File: src/bda_pkg.sv
package bda_pkg;

  localparam int LEVEL_BITS   = 8;
  localparam int BTN_IDX_W    = 3;
  localparam int ELAPSED_W    = 8;
  localparam int TIME_W       = 16;
  localparam int CFG_IDX_W    = 2;
  localparam int BUTTONS_DEF  = 8;

  localparam logic [TIME_W-1:0] HOLD_RESET   = 16'd50;
  localparam logic [TIME_W-1:0] DELAY_RESET  = 16'd500;
  localparam logic [TIME_W-1:0] PERIOD_RESET = 16'd100;
  localparam logic [TIME_W-1:0] HELD_MAX     = 16'hffff;

  localparam logic [CFG_IDX_W-1:0] REG_HOLD   = 2'd0;
  localparam logic [CFG_IDX_W-1:0] REG_DELAY  = 2'd1;
  localparam logic [CFG_IDX_W-1:0] REG_PERIOD = 2'd2;

  typedef enum logic [1:0] {
    PH_IDLE   = 2'd0,
    PH_HOLD   = 2'd1,
    PH_DELAY  = 2'd2,
    PH_REPEAT = 2'd3
  } phase_t;

  typedef struct packed {
    phase_t                 phase;
    logic [BTN_IDX_W-1:0]   latched;
    logic [TIME_W-1:0]      held;
  } key_state_t;

  typedef struct packed {
    logic [TIME_W-1:0] hold;
    logic [TIME_W-1:0] delay;
    logic [TIME_W-1:0] period;
  } timing_t;

endpackage

File: src/bda_step.sv
module bda_step #(
  parameter int BUTTONS = bda_pkg::BUTTONS_DEF
) (
  input  bda_pkg::key_state_t                 state,
  input  bda_pkg::timing_t                    timing,
  input  logic [bda_pkg::LEVEL_BITS-1:0]      button_levels,
  input  logic [bda_pkg::BTN_IDX_W-1:0]       polled_button,
  input  logic [bda_pkg::ELAPSED_W-1:0]       elapsed_ms,
  output bda_pkg::key_state_t                 state_nxt,
  output logic                                press_event
);

  logic [bda_pkg::LEVEL_BITS-1:0] present_mask;
  logic [bda_pkg::TIME_W:0]       held_sum;
  logic [bda_pkg::TIME_W-1:0]     held_sat;
  logic [bda_pkg::TIME_W-1:0]     limit;
  logic                           polled_pressed;
  logic                           latched_pressed;
  logic                           due;

  // buttons beyond BUTTONS read as released
  always_comb begin
    for (int i = 0; i < bda_pkg::LEVEL_BITS; i++) begin
      present_mask[i] = (i < BUTTONS);
    end
  end

  assign polled_pressed  = present_mask[polled_button] && !button_levels[polled_button];
  assign latched_pressed = present_mask[state.latched] && !button_levels[state.latched];

  assign held_sum = {1'b0, state.held} + {{(bda_pkg::TIME_W+1-bda_pkg::ELAPSED_W){1'b0}},
                                          elapsed_ms};
  assign held_sat = held_sum[bda_pkg::TIME_W] ? bda_pkg::HELD_MAX
                                              : held_sum[bda_pkg::TIME_W-1:0];

  always_comb begin
    case (state.phase)
      bda_pkg::PH_HOLD:  limit = timing.hold;
      bda_pkg::PH_DELAY: limit = timing.delay;
      default:           limit = timing.period;
    endcase
  end

  assign due = latched_pressed && (polled_button == state.latched) && (held_sat >= limit);

  // next state
  always_comb begin
    state_nxt = state;
    case (state.phase)
      bda_pkg::PH_IDLE: begin
        if (polled_pressed) begin
          state_nxt.phase   = bda_pkg::PH_HOLD;
          state_nxt.latched = polled_button;
          state_nxt.held    = '0;
        end
      end
      bda_pkg::PH_HOLD, bda_pkg::PH_DELAY, bda_pkg::PH_REPEAT: begin
        state_nxt.held = held_sat;
        if (!latched_pressed) begin
          state_nxt.phase = bda_pkg::PH_IDLE;
        end else if (due) begin
          state_nxt.held = '0;
          if (state.phase == bda_pkg::PH_HOLD) begin
            state_nxt.phase = bda_pkg::PH_DELAY;
          end else begin
            state_nxt.phase = bda_pkg::PH_REPEAT;
          end
        end
      end
      default: state_nxt = state;
    endcase
  end

  // outputs
  always_comb begin
    case (state.phase)
      bda_pkg::PH_HOLD, bda_pkg::PH_REPEAT: press_event = due;
      default:                              press_event = 1'b0;
    endcase
  end

endmodule

File: src/button_debounce_autorepeat_top.sv
// Button debounce with auto-repeat. Each input item is one poll: active-low
// levels of all buttons, the index of the button polled and the milliseconds
// since the previous poll; each poll yields exactly one item carrying
// press_event. A held button reports a first press after hold_time_ms, arms
// repeat repeat_delay_ms later and then reports every repeat_period_ms; only
// polls of the latched button advance it, releasing it returns to idle.
// Registers (cfg_idx): 0 hold_time_ms, 1 repeat_delay_ms, 2 repeat_period_ms;
// write them only while no poll is in flight. Throughput is one poll per
// cycle when out_ready does not stall the result; a poll passes through the
// input register and the result register around the single update stage.
module button_debounce_autorepeat_top #(
  parameter int BUTTONS = bda_pkg::BUTTONS_DEF
) (
  input  logic                               clk,
  input  logic                               rst_n,
  input  logic                               in_valid,
  output logic                               in_ready,
  input  logic [bda_pkg::LEVEL_BITS-1:0]     in_button_levels,
  input  logic [bda_pkg::BTN_IDX_W-1:0]      in_polled_button,
  input  logic [bda_pkg::ELAPSED_W-1:0]      in_elapsed_ms,
  output logic                               out_valid,
  input  logic                               out_ready,
  output logic                               out_press_event,
  input  logic                               cfg_we,
  input  logic [bda_pkg::CFG_IDX_W-1:0]      cfg_idx,
  input  logic [bda_pkg::TIME_W-1:0]         cfg_wdata
);

  logic                            s0_valid_r;
  logic [bda_pkg::LEVEL_BITS-1:0]  s0_levels_r;
  logic [bda_pkg::BTN_IDX_W-1:0]   s0_polled_r;
  logic [bda_pkg::ELAPSED_W-1:0]   s0_elapsed_r;
  bda_pkg::key_state_t             state_r;
  bda_pkg::key_state_t             state_nxt;
  bda_pkg::timing_t                timing_r;
  logic                            out_valid_r;
  logic                            out_event_r;
  logic                            event_nxt;
  logic                            advance;

  assign advance  = !out_valid_r || out_ready;
  assign in_ready = !s0_valid_r || advance;

  always_ff @(posedge clk) begin
    if (!rst_n) begin
      s0_valid_r <= 1'b0;
    end else if (in_ready) begin
      s0_valid_r <= in_valid;
    end
  end

  always_ff @(posedge clk) begin
    if (in_valid && in_ready) begin
      s0_levels_r  <= in_button_levels;
      s0_polled_r  <= in_polled_button;
      s0_elapsed_r <= in_elapsed_ms;
    end
  end

  bda_step #(
    .BUTTONS (BUTTONS)
  ) u_step (
    .state         (state_r),
    .timing        (timing_r),
    .button_levels (s0_levels_r),
    .polled_button (s0_polled_r),
    .elapsed_ms    (s0_elapsed_r),
    .state_nxt     (state_nxt),
    .press_event   (event_nxt)
  );

  always_ff @(posedge clk) begin
    if (!rst_n) begin
      state_r.phase   <= bda_pkg::PH_IDLE;
      state_r.latched <= '0;
      state_r.held    <= '0;
    end else if (s0_valid_r && advance) begin
      state_r <= state_nxt;
    end
  end

  always_ff @(posedge clk) begin
    if (!rst_n) begin
      out_valid_r <= 1'b0;
    end else if (advance) begin
      out_valid_r <= s0_valid_r;
    end
  end

  always_ff @(posedge clk) begin
    if (s0_valid_r && advance) begin
      out_event_r <= event_nxt;
    end
  end

  always_ff @(posedge clk) begin
    if (!rst_n) begin
      timing_r.hold   <= bda_pkg::HOLD_RESET;
      timing_r.delay  <= bda_pkg::DELAY_RESET;
      timing_r.period <= bda_pkg::PERIOD_RESET;
    end else if (cfg_we) begin
      case (cfg_idx)
        bda_pkg::REG_HOLD:   timing_r.hold   <= cfg_wdata;
        bda_pkg::REG_DELAY:  timing_r.delay  <= cfg_wdata;
        bda_pkg::REG_PERIOD: timing_r.period <= cfg_wdata;
        default:             timing_r        <= timing_r;
      endcase
    end
  end

  assign out_valid       = out_valid_r;
  assign out_press_event = out_event_r;

endmodule

File: config.mk
export PLATFORM = sky130hd
export DESIGN_NAME = button_debounce_autorepeat_top
export DESIGN_NICKNAME = d
export VERILOG_FILES = /design/src/bda_pkg.sv /design/src/bda_step.sv /design/src/button_debounce_autorepeat_top.sv
export SDC_FILE = /design/constraint.sdc
export NUM_CORES = 1
export LEC_CHECK = 0
export BUFFER_PORTS_ARGS = -buffer_cell sky130_fd_sc_hd__buf_2
export CORE_MARGIN = 10
export CORE_UTILIZATION = 42
export DETAILED_ROUTE_END_ITERATION = 6
export SETUP_SLACK_MARGIN = 0.4
export SYNTH_ARGS = -nofsm -noshare
export SYNTH_HDL_FRONTEND = slang
export SYNTH_SLANG_ARGS = --single-unit
File: constraint.sdc
create_clock -name clk -period 5.2 [get_ports clk]
set_clock_uncertainty 0.15 [all_clocks]
set_input_delay 1.04 -clock clk [delete_from_list [all_inputs] [get_ports clk]]
set_output_delay 1.04 -clock clk [all_outputs]
set_load 0.1 [all_outputs]
======== Word level (Yosys, flattened, before mapping) ========
Memory sizes are Yosys's and may differ from the RTL's. A register that Yosys moved wholly into a read port is not among the register bits.
Index checks and enable logic that the tools add are counted.
storage, ports and cells
  memories kept ........................... 2
  register bits after elaboration ......... 91
  bits of input ports ..................... 42
  bits in read-only memories .............. 16
cells by class
  muxes and demuxes ....................... 19
  eq/ne operators ......................... 8
  magnitude comparators ................... 3
  add/subtract/negate cells ............... 1
  reduce and logical (&&, ||, !) cells .... 22
memories
  name              words  bits a word  rd ports  clocked after memory_dff  write ports  RTL line        text
  (name not given)  8      1            1         1                         0            bda_step.sv:29  assign latched_pressed = present_mask[state.latched] && !button_levels[state.latched];
  (name not given)  8      1            1         1                         0            bda_step.sv:28  assign polled_pressed = present_mask[polled_button] && !button_levels[polled_button];
operator list
  operator                                                                      number
  16-bit one-hot mux with 2 select lines                                        2
  16-bit two-way mux                                                            3
  21-bit two-way mux                                                            1
  16-bit by 8-bit adder with 17-bit output                                      1
  16-bit >= comparator                                                          1
  3-bit two-way mux                                                             3
  3-bit by 4-bit less-than comparator with 1-bit output, second input constant  2
  2-bit AND reduction                                                           4
  1-bit binary-select mux with 3-bit select                                     2
  2-bit equality test, second input constant                                    3
  1-bit logical AND                                                             6
  3-bit AND reduction                                                           2
  1-bit two-way mux                                                             5
  2-bit by 1-bit equality test with 1-bit output, second input constant         2
  1-bit zero test                                                               4
  2-bit zero test                                                               2
  2-bit two-way mux                                                             2
  2-bit one-hot mux with 2 select lines                                         1
  3-bit equality test                                                           1
  3-bit inequality test, second input constant                                  1
  3-bit OR reduction                                                            1
  1-bit logical OR                                                              2
  2-bit by 1-bit inequality test with 1-bit output, second input constant       1
  2-bit OR reduction                                                            1

======== Longest topological paths before layout ========
Gate-level depths: netlist (run 1).
  depth in word-level cells ............... 9
  mapped depth ............................ 16
  mapped depth without buffers ............ 15

======== By module ========
From an unflattened synthesis (run 1), not the netlist that was laid out.
second synthesis, totals
  cells, all modules ...................... 560
  area, all modules ....................... 5,078.6 µm²
modules (own cells, without submodules)
  module                          area each (µm²)  sequential area each (µm²)  cells an instance  instances
  button_debounce_autorepeat_top  3,194.3          2,021.9                     299                1
  bda_step                        1,884.3          0.0                         261                1

======== Worst setup path after synthesis (run 1) ========
No wires, ideal clock.
  path type ............................... register to register
  from .................................... reg s0_elapsed_r[0] (netlist name)
  to ...................................... reg state_r[11] (netlist name)
  arrival ................................. 3.794 ns
  setup slack ............................. 1.196 ns
  setup time .............................. 0.061 ns
  stages on the path, launching flop included .. 16
  path buffers ............................ 1
  period minus slack after synthesis ...... 4.004 ns
  required time ........................... 4.989 ns
  path through ............................ edfxtp_1 ha_1 fa_1 a21o_1 a221oi_2 o21ai_2 nand2_1 mux2_2 ha_1 nand4_1 nor3_1 nor4_1 a31oi_4 buf_6 a31oi_1 o221a_1
on the way
  longest elaborated chain between the ends .. 7
ends and longest elaborated chain
  what                                          RTL line                              text
  start: declaration                            button_debounce_autorepeat_top.sv:32  logic [bda_pkg::ELAPSED_W-1:0] s0_elapsed_r;
  start signal: assignment                      button_debounce_autorepeat_top.sv:56  s0_elapsed_r <= in_elapsed_ms;
  16-bit by 8-bit adder with 17-bit output (*)  bda_step.sv:31                        assign held_sum = {1'b0, state.held} + {{(bda_pkg::TIME_W+1-bda_pkg::ELAPSED_W){1'b0}},
  16-bit two-way mux (*)                        bda_step.sv:33                        assign held_sat = held_sum[bda_pkg::TIME_W] ? bda_pkg::HELD_MAX
  16-bit >= comparator                          bda_step.sv:44                        assign due = latched_pressed && (polled_button == state.latched) && (held_sat >= limit);
  1-bit logical AND                             bda_step.sv:44
  16-bit two-way mux                            bda_step.sv:61                        end else if (due) begin
  16-bit two-way mux (*)                        bda_step.sv:59                        if (!latched_pressed) begin
  16-bit one-hot mux with 2 select lines (*)    bda_step.sv:49                        case (state.phase)
  end signal: assignment                        button_debounce_autorepeat_top.sv:78  state_r <= state_nxt;
  end: declaration                              button_debounce_autorepeat_top.sv:33  bda_pkg::key_state_t state_r;
Every way passes the cells marked *; elsewhere a longest branch is shown, timed or not.
A chain may end at the register's enable or synchronous reset.

======== Final worst setup path (run 1) ========
  from .................................... reg s0_elapsed_r[0] (netlist name)
  to ...................................... reg state_r[10] (netlist name)
The elaborated chain is that of the path after synthesis.

==> results of run 1 <==
layout by cell type, fill, tap and decap left out, drive strengths merged, types with 13 or more instances in the layout:
master    n
nand2   144
nand3    16
a21boi   42
nor2     13
dfxtp    71
edfxtp   20
a21oi    14
o21ai    38
ha       29
a22oi    16
buf      46
per-layer routing:
layer,vias to the layer above,share of wire [%],global-route usage (%)
met3,9,4.7,4.09
met2,80,46,22.8
li1,1995,-,-
met4,0,1.1,4.11
met5,-,0,0
met1,1871,48,18.6
worst paths after layout:
| path | startpoint | end | slack (ps) | cells after the start |
|---|---|---|---|---|
| worst max-delay path | s0_elapsed_r[0] | state_r[10] | 800 | 14 |
| worst min register to register | timing_r[13] | timing_r[13] | 310 | 2 |
| worst max register to register | s0_elapsed_r[0] | state_r[10] | 800 | 14 |
| worst min-delay path | timing_r[13] | timing_r[13] | 310 | 2 |
per-stage QoR:
stage	cell area [sq um]	power, uW	hold WS, ps	worst slack, ps	util [%]
detailed placement	5150	998	301	803	45.3
CTS	5430	1620	312	766	47.8
finish	5430	1600	311	802	47.8
global placement	5150	991	294	866	45.3
global route	5430	1680	327	441	47.8
floorplan	4870	934	285	1200	-
sequential cells by signal (all words and copies together) (netlist names):
register / cells
out_valid: 1
s0_elapsed_r: 8
state_r: 21
s0_valid_r: 1
timing_r: 48
s0_levels_r: 8
s0_polled_r: 3
out_press_event: 1
worst max-delay path, delay by kind of cell (launching register included):
family	cells	cell delay (ps)
flip-flops	1	370
adder cells (fa/ha/maj)	3	950
multiplexers	1	340
AO/OA/AOI/OAI	6	1670
AND/OR/NAND/NOR	4	820
logic make-up after synthesis:
| logic type | synth area share, % |
|---|---|
| xor gates and xnor gates | 2.16 |
| adders and majority gates | 7.86 |
| AOI/OAI and AO/OA | 22.4 |
| and+or+nand+nor | 19.7 |
| buffers and inverters | 3.37 |
| muxes | 2.98 |
| DFF | 41.5 |
synthesized netlist by cell type (4+ instances only):
cell      instances  area, sq um
a21boi_0         40          300
a21o_1            5         37.5
a21oi_1          14         70.1
a22oi_1          16          120
a31oi_1           6         37.5
and2_1            8         50.1
and3_1            6         37.5
buf_2             4         20.0
clkbuf_1         23         86.3
dfxtp_1          71         1420
edfxtp_1         20          601
ha_1             29          363
inv_1             7         26.3
nand2_1         144          541
nand2b_1          4         25.0
nand3_1          16         80.1
nor2_1           13         48.8
o21ai_0          26          130
o21ai_1           9         45.0
or2_2             6         37.5
xnor2_1           9         78.8
layout make-up:
cell class | instances | area, sq um
fill | 1101 | 5940
multi-input combinational | 419 | 2690
sequential | 91 | 2020
clock buffer | 11 | 243
timing repair buffer | 46 | 235
tap | 143 | 179
clock inverter | 5 | 37.5
inverter | 7 | 26.3
power groups by stage:
stage	combinational (uW)	sequential, uW	clock [uW]
finish	216	766	618
global route	245	769	664
CTS	217	766	635
detailed placement	216	782	0
global placement	210	781	0
floorplan	151	782	0
==> key figures, run 1 <==
Logic synthesis
  • Synth Warn #: 0
  • Top FF cell, synth: dfxtp_1
  • Distinct cell type count of the synthesized netlist: between 60 and 70
  • Cells after Synth: 548
  • Post-synth net total: 620
  • Sequential-to-total area share from yosys stat: 41.5%
  • #FFs+latches synth: 91
  • EDFF count, synth: 20
  • Avg Synthesized Cell Area: 8.88 sq um
  • Async set or reset register ratio after synthesis: 0%
  • Synthesized area: 4870 sq um

Cells and area
  • Antenna cell count: 0
  • Finished Layout Cells: 722
  • Synthesis-to-finish area growth: 11.5%
  • Final #Nets: 646
  • Layout cell share with drive strength beyond 1: 15.5%

Routing
  • Final WL: 11600 microns
  • Routed vias: ~4000
  • DR vias/cell: approximately 5.5
  • Final ANT Viol Nets: 0
  • Router iterations before antenna repair: 5
  • Wire per inst: 16.0 microns
  • DR iter-0 viols: 253
  • DRC viols: 0

Clocking
  • Skew-Pair Late Insertion Delay: 350 ps
  • CTS tree: built
  • CTS Buffer Depth: 2
  • H-tree depth: 3
  • Clock root buffer: clkbuf_16
  • CTS Hold Bufs: 0
  • PostCTS Resize Cnt: 0
  • # clock sinks: 91
  • TritonCTS buffer count: 9
  • # Post-CTS Setup Buffers: 0
  • Reg clk slew, reported paths: 60 ps

Global routing
  • GRT Util Overall: 14.4%
  • Number of antenna violations at the first check in global routing: 0
  • Global route overflow: 0
  • Vias in the first global route: between 3000 and 4000
  • Largest net degree at the start of global routing: 49
  • First-pass GRT wire length: 19300 microns

Floorplanning
  • Core Rows: 39
  • Die Ht: 128 microns
  • DIE AREA: 16300 sq um
  • Die Wd: 128 microns
  • Core area: roughly 11000 sq um
  • Initial Util: 42.8%
  • Top Ports: 45

Power
  • Clock share of power: 38.6%
  • Worst IR Drop VDD: between 200 and 250 uV
  • Logic pwr share: around 14%
  • Cell internal pwr: 1170 uW
  • Sequential Power Share: between 40 and 50%
  • Sw power: 427 uW
  • Leakage: 0.00218 uW
  • PwrDens: 295 nW/um^2
  • Switching Fraction: 26.7%

Run status
  • Outcome: completed

Critical path
  • Req. time, crit path: 5290 ps
  • Cell chain of the critical path: ha_1 -> fa_1 -> a21o_1 -> a221oi_2 -> o21ai_2 -> nand2_1 -> mux2_2 -> ha_1 -> nand4_1 -> nor3_1 -> nand4b_1 -> a31oi_4 -> a41oi_1 -> o221a_2
  • Setup CP Type: register to register
  • Slowest CP cell: a221oi_2
  • Arrival time worst endpoint: 4480 ps
  • Worst Path Max Fanout: 13
  • Most Frequent Cell on Critical Path: ha_1
  • Startpoint type of the worst setup path: register
  • Largest stage delay, worst path: between 400 and 500 ps
  • CP endpoint kind: register

Timing
  • Tcrit/Tclk final: 84.6%
  • Worst Tran Pin Value: 1210 ps
  • TNS Setup: 0 ps
  • Final Max Slew Viols: 0
  • Fmax: 227 MHz
  • RSZ-0062 raised after global routing: no
  • Final setup violating endpoints: 0
  • Fin crit period: 4400 ps
  • Relative slew margins: a little under a fifth
  • Final hold vios: 0

Placed design
  • Post-DP HPWL: between 8000 and 9000 microns
  • RePlAce Congestion: between 0.8 and 0.9
  • IO Port Bufs: 44
  • Placed insts: 706

Min path
  • Worst hold path type: register to register

Flow run
  • Max-cap violations: 0
(Power assumes the default switching activity.)
==> run 2: changes to the inputs <==
- ABC_AREA: not set -> 1
- clock period: 5.2 -> 4.15 ns (I/O delays scaled with it)
==> key figures, run 2 <==
Run status
  • Outcome: completed

Critical path
  • Reg-to-reg startpoint: s0_elapsed_r[0]
  • Cell chain of the critical path: ha_1 -> fa_1 -> nand3_1 -> nand2_1 -> nand2_1 -> nand2_2 -> nand3_4 -> nand3_1 -> ha_1 -> a21oi_1 -> o21ai_0 -> a21oi_1 -> nand2_1 -> nand2_4 -> nand3_1 -> a21oi_1 -> nor2_1
  • CP endpoint kind: register
  • Worst Path Max Fanout: 18
  • Req. time, crit path: 4250 ps
  • Arrival time worst endpoint: 3460 ps
  • Largest stage delay, worst path: 400 ps
  • Slowest CP cell: fa_1
  • Setup CP Type: register to register
  • RR Endpoint: state_r[19]
  • FF-to-FF path depth: 17
  • Startpoint type of the worst setup path: register
  • Setup slack, reg-to-reg: 790 ps

Clocking
  • CTS Buffer Depth: 2
  • Clock root buffer: clkbuf_16
  • Skew-Pair Late Insertion Delay: 350 ps
  • Reg clk slew, reported paths: about 70 ps
  • # Post-CTS Setup Buffers: 0
  • CTS Hold Bufs: 0
  • TritonCTS buffer count: 9
  • PostCTS Resize Cnt: 0
  • H-tree depth: 3
  • CTS tree: built
  • # clock sinks: 91

Cells and area
  • Finished Layout Cells: 855
  • Biggest regs: timing_r (48), state_r (21)
  • Layout cell share with drive strength beyond 1: 10.7%
  • Final #Nets: approximately 780
  • Most flop-heavy register: timing_r
  • Final design utilization: between 40% and 50%
  • Commonest non-fill, non-tap cell in the layout: nand2_1
  • Synthesis-to-finish area growth: 13.1%
  • Antenna cell count: 0
  • Design area: 5500 sq um
  • Largest register FFs: 48
  • Most frequent cells in the layout: 164 x nand2_1, 99 x nor2_1, 82 x nand3_1

Logic synthesis
  • Cells after Synth: between 600 and 700
  • Count leader, synth: nand2_1
  • Async set or reset register ratio after synthesis: 0%
  • Commonest cells in the netlist: 164 x nand2_1, 99 x nor2_1, 82 x nand3_1
  • Synth Warn #: 0
  • Avg Synthesized Cell Area: 7.22 sq um
  • Post-synth net total: 745
  • #FFs+latches synth: 91
  • Area share of the largest cell type after synthesis: 29.2%
  • Top cells by area, synth: dfxtp_1 29%, nand2_1 13%, edfxtp_1 12%, nand3_1 8.4%, nor2_1 7.6%
  • Distinct cell type count of the synthesized netlist: 30
  • Largest area contributor in the netlist: dfxtp_1
  • Top FF cell, synth: dfxtp_1
  • Synthesized area: 4860 sq um
  • Sequential-to-total area share from yosys stat: 41.6%
  • EDFF count, synth: 20

Placed design
  • Post-DP HPWL: 8350 microns
  • Placed insts: 839
  • RePlAce Congestion: 0.886
  • IO Port Bufs: 44
  • Area after DPL: 5160 sq um

Floorplanning
  • Initial Util: 42.8%
  • Core area: 11400 sq um
  • DIE AREA: between 15000 and 20000 sq um
  • Die Ht: 128 microns
  • Top Ports: 45
  • Die Wd: 128 microns
  • Core Rows: 39

Routing
  • DR iter-0 viols: roughly 330
  • DR vias/cell: 5.09
  • Final WL: 11900 microns
  • DRC viols: 0
  • Wire per inst: 13.9 microns
  • Final ANT Viol Nets: 0
  • Router iterations before antenna repair: 5
  • Routed vias: 4350

Timing
  • Relative slew margins: 49.2%
  • TNS Setup: 0 ps
  • Tcrit/Tclk final: about four fifths
  • RSZ-0062 raised after global routing: no
  • Final Max Slew Viols: 0
  • Fmax: 297 MHz
  • Worst Tran Pin Value: 762 ps
  • Min Hold Slack: 310 ps
  • Final hold vios: 0
  • Final setup violating endpoints: 0
  • Fin crit period: 3360 ps

Global routing
  • Number of antenna violations at the first check in global routing: 0
  • Global route overflow: 0
  • First-pass GRT wire length: 20200 microns
  • Largest net degree at the start of global routing: 55
  • GRT Util Overall: 15.2%
  • Vias in the first global route: 4258

Power
  • Logic pwr share: 15.2%
  • Leakage: 0.00254 uW
  • Sw power: 606 uW
  • PwrDens: 400 nW/um^2
  • Switching Fraction: between 20% and 30%
  • Cell internal pwr: 1590 uW
  • Sequential Power Share: 44.2%
  • Clock share of power: 40.6%
  • Worst IR Drop VDD: 390 uV

Min path
  • Worst hold path type: register to register
  • WHS Path Cells: 2
  • Critical hold path startpoint: timing_r[36]
  • Worst hold endpoint: timing_r[36]

Flow run
  • Max-cap violations: 0
## run 2: cell types whose count changed in the layout (fill, tap and decap cells not counted), sizes merged, moves of 7 or more
cell / before / now
a22oi: 16 / 0
nand2: 144 / 167
nor2: 13 / 100
o21ai: 38 / 62
and2: 9 / 0
a21oi: 14 / 36
nand3: 16 / 84
inv: 9 / 63
a21boi: 42 / 0
a31oi: 7 / 0
## run 2: power by group through the flow
stage	clock, uW	sequential [uW]	combinational [uW]
finish	892	972	335
global route	947	977	384
CTS	914	972	336
detailed placement	0	991	335
global placement	0	990	326
floorplan	0	988	239
## run 2: critical path, delay by kind of cell (launching register included)
family | cells | cell delay (ps)
AOI/OAI and AO/OA | 4 | 560
and+or+nand+nor | 10 | 1210
adders and majority gates | 3 | 970
DFF | 1 | 380
## run 2: worst max path at each step
stage	from	cells after the start	to
after floorplan	out_valid	3	s0_elapsed_r[0]
after global placement	s0_elapsed_r[0]	21	state_r[19]
after detailed placement	s0_elapsed_r[0]	19	state_r[19]
after CTS	s0_elapsed_r[0]	19	state_r[19]
after global routing	s0_elapsed_r[0]	21	state_r[19]
final	s0_elapsed_r[0]	17	state_r[19]
## run 2: cell type report
cell class              instances  area [sq um]
inverters                      61           229
clock inverters                 5          63.8
multi-input cells             495          2480
flip-flops and latches         91          2020
well taps                     143           179
clock buffers                  11           264
repair buffers                 49           258
fillers                      1133          5870
## run 2: cells by family (layout without fill, tap and decap cells)
family                   after synthesis  count (layout)  synth area share [%]
AND/OR/NAND/NOR                      359             359                  31.2
adder cells (fa/ha/maj)               30              30                  7.88
flip-flops                            91              91                  41.6
XOR/XNOR                               5               5                 0.901
AO/OA/AOI/OAI                        101             101                  10.8
buffers and inverters                 87             126                  7.59
## run 2: stage by stage
step	setup slack, ps	total power (uW)
after CTS	587	2220
after floorplan	1090	1230
after global routing	465	2310
final	787	2200
after detailed placement	595	1330
after global placement	759	1320
## run 2: per-layer routing
metal,up-vias,GRT usage (%),share of wire (%)
met4,0,6.16,1.8
met5,-,0,0
met1,2002,18.4,48
met2,72,25.2,46
met3,15,3.76,3.5
li1,2261,-,-
==> run 3: changes to the inputs <==
- clock period: 4.15 -> 3.2 ns (I/O delays scaled with it)
==> key figures, run 3 (same netlist as run 2, synthesis figures left out) <==
Run status
  • Outcome: completed

Clocking
  • CTS tree: built
  • CTS Buffer Depth: 2
  • H-tree depth: 3
  • Skew-Pair Late Insertion Delay: roughly 350 ps
  • TritonCTS buffer count: 9
  • # clock sinks: 91
  • Clock root buffer: clkbuf_16
  • Reg clk slew, reported paths: 70 ps

Timing
  • RSZ-0062 raised after global routing: yes
  • Final Max Slew Viols: 0
  • Worst Tran Pin Value: ~800 ps
  • Final hold vios: 0
  • TNS Setup: 0 ps
  • Fin crit period: around 3100 ps
  • Tcrit/Tclk final: 96.0%
  • Fmax: 325 MHz
  • Relative slew margins: 46.6%
  • Final setup violating endpoints: 0
  • Min Hold Slack: 310 ps

Critical path
  • Largest stage delay, worst path: 420 ps
  • Startpoint type of the worst setup path: register
  • Buf/Inv on CP: 1
  • Most Frequent Cell on Critical Path: nand2_1
  • Largest delay share family, worst path: simple AND/OR/NAND/NOR gates
  • Slowest CP cell: edfxtp_1
  • Worst Path Max Fanout: 8
  • CP endpoint kind: register
  • Cell chain of the critical path: ha_4 -> a21oi_1 -> nand2_1 -> nand2_1 -> nand2_1 -> nand2_1 -> nand2_1 -> nand3_1 -> nand3_4 -> ha_1 -> a21oi_1 -> o21ai_0 -> a21oi_1 -> nand2_2 -> nand2_4 -> clkbuf_16 -> nand3_1 -> a21oi_1
  • Req. time, crit path: 3310 ps
  • Arrival time worst endpoint: 3180 ps
  • Setup CP Type: register to register

Cells and area
  • Layout cell share with drive strength beyond 1: 18.6%
  • Most flop-heavy register: timing_r
  • Most frequent cells in the layout: 154 x nand2_1, 96 x nor2_1, 72 x nand3_1
  • Antenna cell count: 0
  • Final #Nets: about 790
  • Commonest non-fill, non-tap cell in the layout: nand2_1
  • Finished Layout Cells: 869
  • Synthesis-to-finish area growth: 22.8%
  • Biggest regs: timing_r (48), state_r (21)
  • Largest register FFs: 48

Power
  • Logic pwr share: 18.6%
  • Worst IR Drop VDD: 437 uV
  • Clock share of power: 37.0%
  • Cell internal pwr: ~2000 uW
  • Sequential Power Share: between 40 and 50%
  • PwrDens: roughly 480 nW/um^2
  • Sw power: 850 uW
  • Switching Fraction: 29.9%
  • Leakage: 0.00268 uW
  • Total power: roughly 2800 uW

Routing
  • Final ANT Viol Nets: 0
  • Final WL: approximately 13000 microns
  • Router iterations before antenna repair: 5
  • DR iter-0 viols: 260
  • DRC viols: 0
  • Routed vias: 4514
  • Wire per inst: 14.4 microns
  • DR vias/cell: a little over 5

Placed design
  • Post-DP HPWL: 8480 microns
  • IO Port Bufs: 44
  • Placed insts: 845
  • RePlAce Congestion: 0.845

Global routing
  • GRT Util Overall: approximately 15%
  • Number of antenna violations at the first check in global routing: 0
  • Global route overflow: 0
  • First-pass GRT wire length: 20000 microns
  • Largest net degree at the start of global routing: 54
  • Vias in the first global route: 4340

Floorplanning
  • DIE AREA: 16300 sq um
  • Core area: 11400 sq um
  • Top Ports: 45
  • Die Ht: 128 microns
  • Die Wd: 128 microns
  • Initial Util: 42.8%
  • Core Rows: 39

Min path
  • Worst hold path type: register to register

Flow run
  • Max-cap violations: 0
run 3: worst paths after layout:
check | start | endpoint | slack, ps | cells past startpoint
setup / recovery | s0_elapsed_r[2] | state_r[11] | 130 | 18
hold / removal | timing_r[22] | timing_r[22] | 310 | 2
setup reg to reg | s0_elapsed_r[2] | state_r[11] | 130 | 18
hold reg to reg | timing_r[22] | timing_r[22] | 310 | 2
run 3: power groups by stage:
stage                     combinational [uW]  clock [uW]  sequential (uW)
after detailed placement                 483           0             1290
after CTS                                502        1070             1260
after global placement                   471           0             1280
final                                    529        1050             1260
after global routing                     605        1120             1270
after floorplan                          328           0             1280
run 3: tightest hold or removal path, delay by kind of cell (launching register included):
kind	cells	cell delay, ps
and+or+nand+nor	2	100
DFF	1	330
run 3: final cells by class:
type / instances / area (sq um)
flip-flops and latches: 91 / 2020
repair buffers: 62 / 423
well taps: 143 / 179
multi-input cells: 496 / 2830
inverters: 61 / 229
fillers: 1052 / 5400
clock buffers: 9 / 225
clock inverters: 7 / 66.3
run 3: metal layers:
metal,GRT usage (%),vias up,routed length [microns]
li1,-,2305,-
met1,18.9,2069,5740
met2,24.6,127,5940
met3,3.47,13,673
met4,4.30,0,149
met5,0,-,0
run 3: what timing repair did:
| item | in CTS | in global routing |
|---|---|---|
| gates resized for setup | 19 | 23 |
| setup buffers | 2 | 4 |
| setup endpoints to repair | 19 | 19 |
| pin swaps | 2 | 7 |
| cloned | 1 | 1 |
| hold buffers | 0 | 0 |
run 3: through the flow:
step | area [sq um] | utilization [%] | setup slack [ps]
CTS | 5770 | 50.8 | 112
global placement | 5360 | 47.1 | 45.1
global route | 5970 | 52.5 | -97.9
finish | 5970 | 52.5 | 127
floorplan | 4960 | - | 328
detailed placement | 5360 | 47.1 | 21.2
